## config.mk

```make
export PLATFORM = sky130hd
export DESIGN_NAME = lzma_header_obfuscator_top
export DESIGN_NICKNAME = d
export VERILOG_FILES = /design/src/lhob_pkg.sv /design/src/lhob_front.sv /design/src/lhob_queue.sv /design/src/lhob_back.sv /design/src/lzma_header_obfuscator_top.sv
export SDC_FILE = /design/constraint.sdc
export NUM_CORES = 1
export LEC_CHECK = 0
export BUFFER_PORTS_ARGS = -buffer_cell sky130_fd_sc_hd__buf_4
export CELL_PAD_IN_SITES_DETAIL_PLACEMENT = 1
export CELL_PAD_IN_SITES_GLOBAL_PLACEMENT = 1
export CORE_MARGIN = 2
export CORE_UTILIZATION = 30
export CTS_BUF_LIST = sky130_fd_sc_hd__clkbuf_2
export CTS_CLUSTER_SIZE = 28
export DETAILED_ROUTE_END_ITERATION = 6
export PLACE_DENSITY = 0.61
export SKIP_CTS_REPAIR_TIMING = 1
export SKIP_LAST_GASP = 1
export SYNTH_ARGS = -nofsm -noshare
export SYNTH_HDL_FRONTEND = slang
export SYNTH_HIERARCHICAL = 1
export SYNTH_SLANG_ARGS = --single-unit
```

## constraint.sdc

```tcl
create_clock -name clk -period 8.9 [get_ports clk]
set_input_delay 0.89 -clock clk [delete_from_list [all_inputs] [get_ports clk]]
set_output_delay 0.89 -clock clk [all_outputs]
set_load 0.005 [all_outputs]
```

## src/lhob_pkg.sv

```systemverilog
// ----------------------------------------------------------------------------
// lhob_pkg
// shared types, constants and command codes for the lzma header obfuscator
// ----------------------------------------------------------------------------
`default_nettype none

package lhob_pkg;

  localparam int BLOCK_BYTES = 16384;
  localparam int XOR_SPAN    = 8;
  localparam int OFS_W       = $clog2(BLOCK_BYTES);

  localparam int HDR_IN_LEN  = 13;
  localparam int HDR_KEEP    = 9;
  localparam int HDR_OUT_LEN = 16;
  localparam int CNT_W       = $clog2(HDR_OUT_LEN);
  localparam int STORE_W     = $clog2(HDR_KEEP);

  localparam int QDEPTH      = 2;
  localparam int QPTR_W      = $clog2(QDEPTH);
  localparam int QCNT_W      = $clog2(QDEPTH + 1);

  localparam logic [15:0] MAGIC   = 16'h5E71;
  localparam logic [15:0] SPECIAL = 16'h0101;
  localparam logic [7:0]  PB_KEY  = 8'h37;
  localparam logic [7:0]  LP_KEY  = 8'h5E;
  localparam logic [7:0]  LC_KEY  = 8'hB9;

  localparam logic [1:0] KIND_PASS  = 2'd0;
  localparam logic [1:0] KIND_SHORT = 2'd1;
  localparam logic [1:0] KIND_HDR   = 2'd2;

  typedef struct packed {
    logic [7:0] in_byte;
    logic       in_last;
  } in_beat_t;

  typedef struct packed {
    logic [7:0] out_byte;
    logic       out_last;
    logic       short_error;
  } out_beat_t;

  typedef struct packed {
    logic [1:0]                kind;
    logic [7:0]                data;
    logic                      last;
    logic [HDR_KEEP-1:0][7:0]  hdr;
  } cmd_t;

endpackage

`default_nettype wire

```

## src/lhob_front.sv

```systemverilog
// ----------------------------------------------------------------------------
// lhob_front
// collects the classic header, tracks payload offset and issues commands
// ----------------------------------------------------------------------------
`default_nettype none

module lhob_front import lhob_pkg::*; (
  input  wire logic     clk,
  input  wire logic     rst,
  input  wire logic     accept,
  input  wire in_beat_t din,
  output logic          cmd_push,
  output cmd_t          cmd
);

  logic [HDR_KEEP-1:0][7:0] store;
  logic [CNT_W-1:0]         header_count;
  logic                     in_payload;
  logic [OFS_W-1:0]         block_offset;

  logic [CNT_W-1:0]         count_inc;
  logic [7:0]               key;
  logic                     hdr_done;

  assign count_inc = header_count + CNT_W'(1);
  assign hdr_done  = (count_inc == CNT_W'(HDR_IN_LEN));
  assign key       = (32'(block_offset) < 32'(XOR_SPAN)) ? 8'(block_offset) : 8'h00;

  always_comb begin
    cmd_push = 1'b0;
    cmd.kind = KIND_PASS;
    cmd.data = din.in_byte ^ key;
    cmd.last = din.in_last;
    cmd.hdr  = store;
    if (accept) begin
      if (in_payload) begin
        cmd_push = 1'b1;
      end else if (hdr_done) begin
        cmd_push = 1'b1;
        cmd.kind = KIND_HDR;
      end else if (din.in_last) begin
        cmd_push = 1'b1;
        cmd.kind = KIND_SHORT;
        cmd.data = 8'h00;
      end
    end
  end

  always_ff @(posedge clk) begin
    if (accept && !in_payload && (32'(header_count) < HDR_KEEP)) begin
      store[STORE_W'(header_count)] <= din.in_byte;
    end
  end

  always_ff @(posedge clk) begin
    if (rst) begin
      header_count <= '0;
      in_payload   <= 1'b0;
      block_offset <= '0;
    end else if (accept) begin
      if (in_payload) begin
        if (block_offset == OFS_W'(BLOCK_BYTES - 1)) begin
          block_offset <= '0;
        end else begin
          block_offset <= block_offset + OFS_W'(1);
        end
        if (din.in_last) begin
          header_count <= '0;
          in_payload   <= 1'b0;
          block_offset <= '0;
        end
      end else if (din.in_last) begin
        header_count <= '0;
        block_offset <= '0;
      end else begin
        header_count <= count_inc;
        if (hdr_done) begin
          in_payload   <= 1'b1;
          block_offset <= '0;
        end
      end
    end
  end

  // payload mode only follows a complete header
  assert property (@(posedge clk) disable iff (rst)
    in_payload |-> (header_count == CNT_W'(HDR_IN_LEN)))
    else $error("payload mode without a complete header");

  assert property (@(posedge clk) disable iff (rst)
    !in_payload |-> (32'(header_count) < HDR_IN_LEN))
    else $error("header count past header length");

endmodule

`default_nettype wire

```

## src/lhob_queue.sv

```systemverilog
// ----------------------------------------------------------------------------
// lhob_queue
// short command queue between the front and back parts
// ----------------------------------------------------------------------------
`default_nettype none

module lhob_queue import lhob_pkg::*; (
  input  wire logic clk,
  input  wire logic rst,
  input  wire logic wr,
  input  wire cmd_t wr_data,
  output logic      full,
  input  wire logic rd,
  output logic      valid,
  output cmd_t      head
);

  cmd_t              mem [QDEPTH];
  logic [QPTR_W-1:0] wr_ptr;
  logic [QPTR_W-1:0] rd_ptr;
  logic [QCNT_W-1:0] count;

  assign full  = (count == QCNT_W'(QDEPTH));
  assign valid = (count != '0);
  assign head  = mem[rd_ptr];

  always_ff @(posedge clk) begin
    if (wr) begin
      mem[wr_ptr] <= wr_data;
    end
  end

  always_ff @(posedge clk) begin
    if (rst) begin
      wr_ptr <= '0;
      rd_ptr <= '0;
      count  <= '0;
    end else begin
      if (wr) begin
        wr_ptr <= (wr_ptr == QPTR_W'(QDEPTH - 1)) ? '0 : wr_ptr + QPTR_W'(1);
      end
      if (rd) begin
        rd_ptr <= (rd_ptr == QPTR_W'(QDEPTH - 1)) ? '0 : rd_ptr + QPTR_W'(1);
      end
      if (wr && !rd) begin
        count <= count + QCNT_W'(1);
      end else if (rd && !wr) begin
        count <= count - QCNT_W'(1);
      end
    end
  end

  assert property (@(posedge clk) disable iff (rst) !(wr && full && !rd))
    else $error("queue overflow");

  assert property (@(posedge clk) disable iff (rst) !(rd && !valid))
    else $error("queue underflow");

endmodule

`default_nettype wire

```

## src/lhob_back.sv

```systemverilog
// ----------------------------------------------------------------------------
// lhob_back
// expands commands into result beats and holds the output register
// ----------------------------------------------------------------------------
`default_nettype none

module lhob_back import lhob_pkg::*; (
  input  wire logic clk,
  input  wire logic rst,
  input  wire logic cmd_valid,
  input  wire cmd_t cmd,
  output logic      cmd_pop,
  output logic      empty,
  input  wire logic pop,
  output out_beat_t dout
);

  logic [CNT_W-1:0] idx;
  logic             out_valid;
  logic             load;
  logic             idx_end;
  out_beat_t        res;

  logic [13:0]      prod9;
  logic [4:0]       q9;
  logic [8:0]       prod45;
  logic [2:0]       q45;
  logic [7:0]       lc;
  logic [7:0]       lp;
  logic [7:0]       pb;
  logic [7:0]       hbyte;

  // props split by reciprocal multiply, exact over 0..255
  assign prod9  = 14'(cmd.hdr[0]) * 14'd57;
  assign q9     = prod9[13:9];
  assign prod45 = 9'(q9) * 9'd13;
  assign q45    = prod45[8:6];
  assign lc     = cmd.hdr[0] - 8'(q9) * 8'd9;
  assign lp     = 8'(q9) - 8'(q45) * 8'd5;
  assign pb     = 8'(q45);

  always_comb begin
    unique case (idx)
      4'd0:    hbyte = MAGIC[15:8];
      4'd1:    hbyte = MAGIC[7:0];
      4'd2:    hbyte = SPECIAL[15:8];
      4'd3:    hbyte = SPECIAL[7:0];
      4'd4:    hbyte = pb ^ PB_KEY;
      4'd5:    hbyte = lp ^ LP_KEY;
      4'd6:    hbyte = lc ^ LC_KEY;
      4'd7:    hbyte = 8'h00;
      4'd8:    hbyte = cmd.hdr[3];
      4'd9:    hbyte = cmd.hdr[2];
      4'd10:   hbyte = cmd.hdr[1];
      4'd11:   hbyte = cmd.hdr[4];
      4'd12:   hbyte = cmd.hdr[8];
      4'd13:   hbyte = cmd.hdr[7];
      4'd14:   hbyte = cmd.hdr[6];
      4'd15:   hbyte = cmd.hdr[5];
      default: hbyte = 8'h00;
    endcase
  end

  assign idx_end = (idx == CNT_W'(HDR_OUT_LEN - 1));
  assign load    = cmd_valid && (!out_valid || pop);
  assign cmd_pop = load && ((cmd.kind != KIND_HDR) || idx_end);
  assign empty   = !out_valid;

  always_comb begin
    res.out_byte    = cmd.data;
    res.out_last    = cmd.last;
    res.short_error = 1'b0;
    unique case (cmd.kind)
      KIND_SHORT: begin
        res.out_byte    = 8'h00;
        res.out_last    = 1'b1;
        res.short_error = 1'b1;
      end
      KIND_HDR: begin
        res.out_byte = hbyte;
        res.out_last = cmd.last && idx_end;
      end
      default: begin
        res.out_byte = cmd.data;
      end
    endcase
  end

  always_ff @(posedge clk) begin
    if (load) begin
      dout <= res;
    end
  end

  always_ff @(posedge clk) begin
    if (rst) begin
      idx       <= '0;
      out_valid <= 1'b0;
    end else begin
      if (load) begin
        out_valid <= 1'b1;
      end else if (pop) begin
        out_valid <= 1'b0;
      end
      if (load && (cmd.kind == KIND_HDR)) begin
        idx <= idx_end ? '0 : idx + CNT_W'(1);
      end
    end
  end

  // a header burst in progress keeps its command at the queue head
  assert property (@(posedge clk) disable iff (rst)
    (idx != '0) |-> (cmd_valid && (cmd.kind == KIND_HDR)))
    else $error("header burst lost its command");

endmodule

`default_nettype wire

```

## src/lzma_header_obfuscator_top.sv

```systemverilog
// ----------------------------------------------------------------------------
// lzma_header_obfuscator_top
// rewrites a raw lzma stream header into the obfuscated form and masks payload
// ----------------------------------------------------------------------------
//  channel   signals              beat
//  input     push, full, din      one raw stream byte with last flag
//  output    pop, empty, dout     one output byte, last flag, short error
//
//  payload bytes pass the command queue and the output register, one beat
//  per cycle while pop is held; the thirteenth header byte expands to sixteen
//  beats, one per cycle while pop is held, from the back part; the two-entry
//  command queue absorbs input meanwhile, and full rises only when it holds two commands
//  rst is synchronous and clears all stream state and the queue
// ----------------------------------------------------------------------------
`default_nettype none

module lzma_header_obfuscator_top import lhob_pkg::*; (
  input  wire logic     clk,
  input  wire logic     rst,
  input  wire logic     push,
  output logic          full,
  input  wire in_beat_t din,
  output logic          empty,
  input  wire logic     pop,
  output out_beat_t     dout
);

  logic accept;
  logic cmd_push;
  cmd_t cmd_in;
  logic cmd_pop;
  logic cmd_valid;
  cmd_t cmd_head;

  assign accept = push && !full;

  lhob_front u_front (
    .clk      (clk),
    .rst      (rst),
    .accept   (accept),
    .din      (din),
    .cmd_push (cmd_push),
    .cmd      (cmd_in)
  );

  lhob_queue u_queue (
    .clk     (clk),
    .rst     (rst),
    .wr      (cmd_push),
    .wr_data (cmd_in),
    .full    (full),
    .rd      (cmd_pop),
    .valid   (cmd_valid),
    .head    (cmd_head)
  );

  lhob_back u_back (
    .clk       (clk),
    .rst       (rst),
    .cmd_valid (cmd_valid),
    .cmd       (cmd_head),
    .cmd_pop   (cmd_pop),
    .empty     (empty),
    .pop       (pop),
    .dout      (dout)
  );

endmodule

`default_nettype wire

```

==> run metrics, run 1 <==
outcome completed; Starting Density 0.303; max incr delay on CP 540 ps; layout cells sized above 1 0.236; PortBufs 24; post-synthesis cell count 933; Post-synth EDFFs 248; worst path arrival time 8890 ps; Final Cycle Share 0.929; startpoint types flop; post-synthesis average cell area 13.9 um^2; initial antenna violation count 1; vias in the first global route 8363; Final setup viols 0; initial detailed-routing violation count 371; largest net degree at the start of global routing 56; HPWL Detailed 20.0 mm; post-route minimum period 8270 ps; Inserted Clock Buffers 71; Longest Clk Path Bufs 3; Synth Warn # 6; utilization after layout 0.340; Critical Path RT 9520 ps; RSZ-0062 raised after global routing false; relative slew slack 0.419; Syn-to-layout area delta 12.1%; CTS Root Buffer Type clkbuf_2; Vias per Instance 4.74; Top Layer Used met4; Antenna Nets Post-Route 0; maxcap violations 0; CP Max Fanout 7; #FFs+latches synth 277; Total GRT Usage 0.140; Crit-path slowest cell fa_1; post-route cell area 0.0146 mm^2; min-delay worst type in -> reg; wire length per cell 18.6 um; die footprint 0.0450 mm^2; type of element capturing the critical path flop; GP Congestion 0.787; Post-Place Cell Area 0.0139 mm^2; Post-Route M1 WL 13.5 mm; met2 routed WL 15.4 mm; Max H-tree Level 3; clock sink total 277; row count 76; post-route setup TNS 0 ps; reg2reg setup slack 630 ps; Clock Latency Late Sink 920 ps; final setup margin 633 ps; syn_nets 1027; core area 0.0429 mm^2; Routed WL 30.7 mm; Setup WS pre-CTS 559 ps; Max Freq 121 MHz; fillers 4621; class of the most critical setup path reg -> reg; DR pass1 iterations 4; Congestion Overflow GR 0; post-synthesis sequential area ratio 0.617; DIE WIDTH 212 um; Netlist cell types 77; asr flop ratio synth 0; IO Count 25; mapped cell area 0.0130 mm^2; slew of the pin with the lowest slew margin 862 ps; TritonCTS clock tree yes; fin. max-slew vios 0; Nets 1108; Clock transition at path regs 100 ps; final hold violations 0; Worst Clk Skew 77.6 ps; metal3 WL 1.07 mm; first-pass GRT wire length 47.7 mm; DRC Markers 0; routed vias 7824; die height 212 um; Post-synth top flop edfxtp_1
worst max-delay path, delay by kind of cell, from the launching register on:
kind            cells  cell delay, ps
fa+ha+maj           8            3050
compound gates      9            1790
mux                 1             430
buf+inv             4             430
flops               1             400
simple gates        8            1310
xor+xnor            2             600
state kept, by name (all words and copies together), names as in the netlist, named ones only:
name and count:
u_front/block_offset 14, u_back/idx 4, u_queue/mem 166, u_queue/rd_ptr 1, u_queue/wr_ptr 1, u_front/cmd 72, u_queue/count 2, u_back/out_valid 1
u_front/in_payload 1, u_front/header_count 4, u_back/dout 10
final timing paths:
check | cells after the start | start | endpoint
max | 32 | flop | u_back/dout[8]
min | 1 | din[1] | u_front/cmd[8]
max reg2reg | 32 | flop | u_back/dout[8]
min reg2reg | 0 | u_front/cmd[23] | u_queue/mem[0][23]
synthesized netlist by cell type (all sizes together), types with 8 or more instances:
master	count	area share
ha	65	0.063
and2	13	0.0063
nor2	44	0.013
o21ai	30	0.012
mux2	86	0.074
xnor2	15	0.010
a22oi	11	0.0064
nand2b	8	0.0038
fa	16	0.025
buf	13	0.0085
nand4	10	0.0048
a21oi	44	0.018
nand3	22	0.0094
clkbuf	19	0.0055
nand2	56	0.016
edfxtp	248	0.57
nor2b	16	0.0083
xor2	15	0.010
dfxtp	29	0.045
nor3	12	0.0046
inv	51	0.015
cells by family after synthesis:
group | share of synthesized area
simple gates | 0.0902
flops | 0.617
fa+ha+maj | 0.0872
compound gates | 0.0801
buf+inv | 0.0290
mux | 0.0760
xor+xnor | 0.0202
area by class of cell:
| type | count | area, um^2 | area share |
|---|---|---|---|
| Clock buffer | 92 | 460 | 0.0316 |
| Timing Repair Buffer | 40 | 300 | 0.0206 |
| Sequential cell | 277 | 8030 | 0.551 |
| Multi-Input combinational cell | 572 | 4610 | 0.317 |
| Inverter | 52 | 195 | 0.0134 |
| Antenna cell | 1 | 2.50 | 0.000172 |
| Clock inverter | 32 | 235 | 0.0161 |
| Tap cell | 585 | 732 | 0.0502 |
layer usage:
layer / global-route usage / up-vias
li1: - / 3709
met1: 0.168 / 3947
met2: 0.243 / 121
met3: 0.0313 / 47
met4: 0.0580 / 0
met5: 0 / -
cell usage in the layout, fill, tap and decap left out, types with 4 or more instances in the layout:
master,n
a211oi_1,5
a21oi_1,43
a221oi_1,4
a222oi_1,6
a22o_1,7
a22oi_1,11
a31oi_1,5
and2_1,12
and3_1,4
buf_4,40
bufinv_16,4
clkbuf_2,92
clkinv_1,23
dfxtp_1,28
edfxtp_1,248
fa_1,16
ha_1,65
inv_1,51
mux2_2,86
nand2_1,55
nand2b_1,8
nand3_1,21
nand3b_1,4
nand4_1,10
nor2_1,44
nor2b_1,14
nor3_1,12
nor4_1,5
o21ai_0,28
o311ai_0,4
or3_1,4
or4_1,5
xnor2_1,15
xor2_1,15
metrics by stage:
stage,hold slack (ps),std cells
after floorplan,421,933
after global routing,188,1651
final,297,1651
after global placement,422,1526
after detailed placement,430,1526
after CTS,162,1650
Power of run 1 is left out: the tool's default activity adds up to more than one toggle a clock period on the data nets, which glitch-free logic cannot reach.
==> inputs of run 2 (changes only) <==
- PLACE_DENSITY: 0.61 -> 0.63
- SETUP_SLACK_MARGIN: not set -> 0.2
- clock period: 8.9 -> 7.1 ns (I/O delays scaled with it)
==> run metrics, run 2 (synthesized netlist as in run 1, its figures left out) <==
IO Count 25 (unchanged); DIE WIDTH 212 um (unchanged); PortBufs 24 (unchanged); DR pass1 iterations 5 (was 4); vias in the first global route 8811 (was 8363); slew of the pin with the lowest slew margin 1130 ps (was 862 ps); min-delay worst type in -> reg (unchanged); wire length per cell 18.5 um (was 18.6 um); GP Congestion 0.788 (was 0.787); TritonCTS clock tree yes (unchanged); HPWL Detailed 20.5 mm (was 20.0 mm); CP Max Fanout 7 (unchanged); Critical Path RT 7670 ps (was 9520 ps); DRC Markers 0 (unchanged); max reg flops 166 (unchanged); Vias per Instance 4.76 (was 4.74); largest net degree at the start of global routing 79 (was 56); first-pass GRT wire length 49.5 mm (was 47.7 mm); Congestion Overflow GR 0 (unchanged); final hold slack 150 ps (was 297 ps); startpoint types flop (unchanged); post-route minimum period 7290 ps (was 8270 ps); Final setup viols 4 (was 0); CTS Root Buffer Type clkbuf_2 (unchanged); commonest non-fill, non-tap cell in the layout edfxtp_1 (unchanged); class of the most critical setup path reg -> reg (unchanged); relative slew slack 0.248 (was 0.419); Total GRT Usage 0.144 (was 0.140); outcome finished, violations left (was completed); Final Cycle Share 1.03 (was 0.929); Routed WL 31.2 mm (was 30.7 mm); Longest Clk Path Bufs 3 (unchanged); maxcap violations 0 (unchanged); fin. max-slew vios 0 (unchanged); max incr delay on CP 500 ps (was 540 ps); row count 76 (unchanged); initial detailed-routing violation count 335 (was 371); RSZ-0062 raised after global routing true (was false); Inserted Clock Buffers 71 (unchanged); commonest cells after routing, fill and taps aside edfxtp_1 (248), clkbuf_2 (101), mux2_2 (82), buf_4 (78), ha_1 (56) (was edfxtp_1 (248), clkbuf_2 (92), mux2_2 (86), ha_1 (65), nand2_1 (55)); routed vias 8048 (was 7824); die height 212 um (unchanged); Worst Clk Skew 79.0 ps (was 77.6 ps); Syn-to-layout area delta 16.3% (was 12.1%); worst path arrival time 7860 ps (was 8890 ps); layout cells sized above 1 0.312 (was 0.236); Starting Density 0.303 (unchanged); initial antenna violation count 1 (unchanged); failing checks setup timing; Crit-path slowest cell fa_1 (unchanged); die footprint 0.0450 mm^2 (unchanged); Clock Latency Late Sink 860 ps (was 920 ps); Max H-tree Level 3 (unchanged); core area 0.0429 mm^2 (unchanged); Nets 1147 (was 1108); largest register by flop count u_queue/mem (unchanged); final hold violations 0 (unchanged); Antenna Nets Post-Route 0 (unchanged); type of element capturing the critical path flop (unchanged); Clock transition at path regs 120 ps (was 100 ps); most frequent CP cell fa_1; Max Freq 137 MHz (was 121 MHz); clock sink total 277 (unchanged); final setup margin -194 ps (was 633 ps)
-- run 2: cell count changes in the layout (fill, tap and decap cells not counted), sizes merged --
cell and delta:
clkinvlp +1, inv +1, clkinv -7, buf +39, bufinv -2, clkbuf +9
-- run 2: final cells by class --
class | instances | area (um^2)
inverter | 52 | 200
antenna | 1 | 2.50
timing repair buffer | 79 | 597
multi-input combinational | 572 | 4880
fill | 4572 | 27800
tap | 585 | 732
sequential | 277 | 8030
clock buffer | 101 | 505
clock inverter | 25 | 166
-- run 2: final timing paths --
| kind | end | start | slack (ps) | depth (start not counted) |
|---|---|---|---|---|
| worst max-delay path | u_back/dout[8] | flop | -190 | 33 |
| worst min register to register | u_queue/mem[0][63] | u_front/cmd[63] | 410 | 0 |
| worst min-delay path | u_front/cmd[4] | din[5] | 150 | 1 |
| worst max register to register | u_back/dout[8] | flop | -190 | 33 |
-- run 2: critical path: cells and delay by family, from the launching register on --
| family | cells | cell delay [ps] |
|---|---|---|
| adders and majority gates | 9 | 2990 |
| AOI/OAI and AO/OA | 10 | 1780 |
| and+or+nand+nor | 5 | 610 |
| xor gates and xnor gates | 3 | 450 |
| buffers and inverters | 5 | 430 |
| DFF | 1 | 420 |
| muxes | 1 | 330 |
-- run 2: layer usage --
layer / vias to the layer above / wire [um] / global-route usage
li1: 3798 / - / -
met2: 118 / 16000 / 0.254
met3: 28 / 996 / 0.0269
met1: 4104 / 13700 / 0.175
met4: 0 / 533 / 0.0483
met5: - / 0 / 0
-- run 2: stage by stage --
step	instance area (um^2)	utilization	setup TNS [ps]	instances	worst slack (ps)
2_1_floorplan	13100	-	-317	933	-206
3_3_place_gp	14200	0.332	-10.3	1554	-6.99
3_5_place_dp	14200	0.332	-700	1554	-220
4_1_cts	14900	0.347	-967	1680	-272
5_1_grt	15100	0.353	-3040	1692	-616
6_report	15100	0.353	-510	1692	-194
Power of run 2 is left out for the same reason.
==> inputs of run 3 (changes only) <==
- BUFFER_PORTS_ARGS: -buffer_cell sky130_fd_sc_hd__buf_4 -> not set
- DONT_BUFFER_PORTS: not set -> 1
- PLACE_DENSITY: 0.63 -> 0.62
==> run metrics, run 3 (synthesized netlist as in run 1, its figures left out) <==
outcome finished, violations left (unchanged); failing checks setup timing (unchanged); Syn-to-layout area delta 16.1% (was 16.3%); RSZ-0062 raised after global routing true (unchanged); IO Count 25 (unchanged); Clock transition at path regs 100 ps (was 120 ps); Worst Clk Skew 50.6 ps (was 79.0 ps); commonest non-fill, non-tap cell in the layout edfxtp_1 (unchanged); HPWL Detailed 19.9 mm (was 20.5 mm); layout cells sized above 1 0.298 (was 0.312); maxcap violations 0 (unchanged); CP Buf/Inv Count 6 (was 5); initial antenna violation count 5 (was 1); utilization after layout 0.352 (was 0.353); Final setup viols 5 (was 4); Routed WL 31.6 mm (was 31.2 mm); WHS Endpoint u_front/block_offset[10] (was u_front/cmd[4]); core area 0.0429 mm^2 (unchanged); DIE WIDTH 212 um (unchanged); post-route setup TNS -691 ps (was -510 ps); WHS Path Cells 2 (was 1); final hold violations 0 (unchanged); min-delay worst type in -> reg (unchanged); Max Freq 137 MHz (about the same); row count 76 (unchanged); Congestion Overflow GR 0 (unchanged); type of element capturing the critical path flop (unchanged); Inserted Clock Buffers 67 (was 71); Clock Latency Late Sink 820 ps (was 860 ps); most frequent CP cell fa_1 (unchanged); vias in the first global route 8507 (was 8811); initial detailed-routing violation count 451 (was 335); Longest Clk Path Bufs 3 (unchanged); GP Congestion 0.813 (was 0.788); final hold slack 81.2 ps (was 150 ps); slew of the pin with the lowest slew margin 1060 ps (was 1130 ps); Final Cycle Share 1.03 (about the same); hold_sp rst (was din[5]); die height 212 um (unchanged); first-pass GRT wire length 47.8 mm (was 49.5 mm); PortBufs 0 (was 24); post-route minimum period 7310 ps (was 7290 ps); reg2reg setup slack -210 ps (was -190 ps); clock sink total 277 (unchanged); Antenna Nets Post-Route 0 (unchanged); worst path arrival time 7850 ps (was 7860 ps); r2r endpoint u_back/dout[3] (was u_back/dout[8]); placed cell count 1531 (was 1554); largest net degree at the start of global routing 69 (was 79); relative slew slack 0.291 (was 0.248); fillers 4601 (was 4572); routed vias 7929 (was 8048); Total GRT Usage 0.139 (was 0.144); die footprint 0.0450 mm^2 (unchanged); wire length per cell 18.9 um (was 18.5 um); Vias per Instance 4.74 (was 4.76); CTS Root Buffer Type clkbuf_2 (unchanged); final setup margin -206 ps (was -194 ps); Max H-tree Level 3 (unchanged); CP Max Fanout 7 (unchanged); DRC Markers 0 (unchanged); Layout Cells excl Fill 1672 (was 1692); max reg flops 166 (unchanged); max incr delay on CP 490 ps (was 500 ps); startpoint types flop (unchanged); FF-to-FF path depth 31 (was 33); class of the most critical setup path reg -> reg (unchanged); TritonCTS clock tree yes (unchanged); Starting Density 0.303 (unchanged); Nets 1129 (was 1147); Critical Path RT 7640 ps (was 7670 ps); DR pass1 iterations 7 (was 5); commonest cells after routing, fill and taps aside edfxtp_1 (248), clkbuf_2 (101), mux2_2 (81), ha_1 (54), nand2_1 (53) (was edfxtp_1 (248), clkbuf_2 (101), mux2_2 (82), buf_4 (78), ha_1 (56)); Crit-path slowest cell fa_1 (unchanged); largest register by flop count u_queue/mem (unchanged); CP top delay family adder cells (unchanged); fin. max-slew vios 0 (unchanged)
==> run 3: worst max path at each step <==
stage          start             end  slack, ps  cells after the start
2_1_floorplan   flop  u_back/dout[8]       -210                     35
3_3_place_gp    flop  u_back/dout[3]       -110                     31
3_5_place_dp    flop  u_back/dout[3]       -310                     33
4_1_cts         flop  u_back/dout[3]       -360                     33
5_1_grt         flop  u_back/dout[3]       -580                     32
6_report        flop  u_back/dout[3]       -210                     31
==> run 3: layout make-up <==
cell class / instances / area, um^2 / area share
Timing Repair Buffer: 65 / 536 / 0.0355
Clock inverter: 19 / 125 / 0.00829
Inverter: 52 / 200 / 0.0133
Clock buffer: 101 / 505 / 0.0335
Antenna cell: 1 / 2.50 / 0.000166
Multi-Input combinational cell: 572 / 4960 / 0.329
Tap cell: 585 / 732 / 0.0485
Sequential cell: 277 / 8030 / 0.532
==> run 3: worst reg2reg max path: cells and delay by family (launching register included) <==
family | cells | cell delay (ps)
AO/OA/AOI/OAI | 8 | 1970
flip-flops | 1 | 420
multiplexers | 1 | 340
buffers and inverters | 6 | 630
adder cells (fa/ha/maj) | 7 | 2550
AND/OR/NAND/NOR | 8 | 940
XOR/XNOR | 1 | 180
==> run 3: per-layer routing <==
| metal | vias up | track usage | share of wire |
|---|---|---|---|
| met2 | 161 | 0.249 | 0.52 |
| met4 | 0 | 0.0430 | 0.021 |
| met3 | 56 | 0.0267 | 0.040 |
| met5 | - | 0 | 0 |
| met1 | 3958 | 0.167 | 0.42 |
| li1 | 3754 | - | - |
==> run 3: through the flow <==
| stage | instance area, um^2 | setup WS [ps] |
|---|---|---|
| after floorplan | 13100 | -206 |
| after global placement | 14000 | -111 |
| after detailed placement | 14000 | -315 |
| after CTS | 14700 | -362 |
| after global routing | 15100 | -583 |
| final | 15100 | -206 |
Power of run 3 is left out for the same reason.
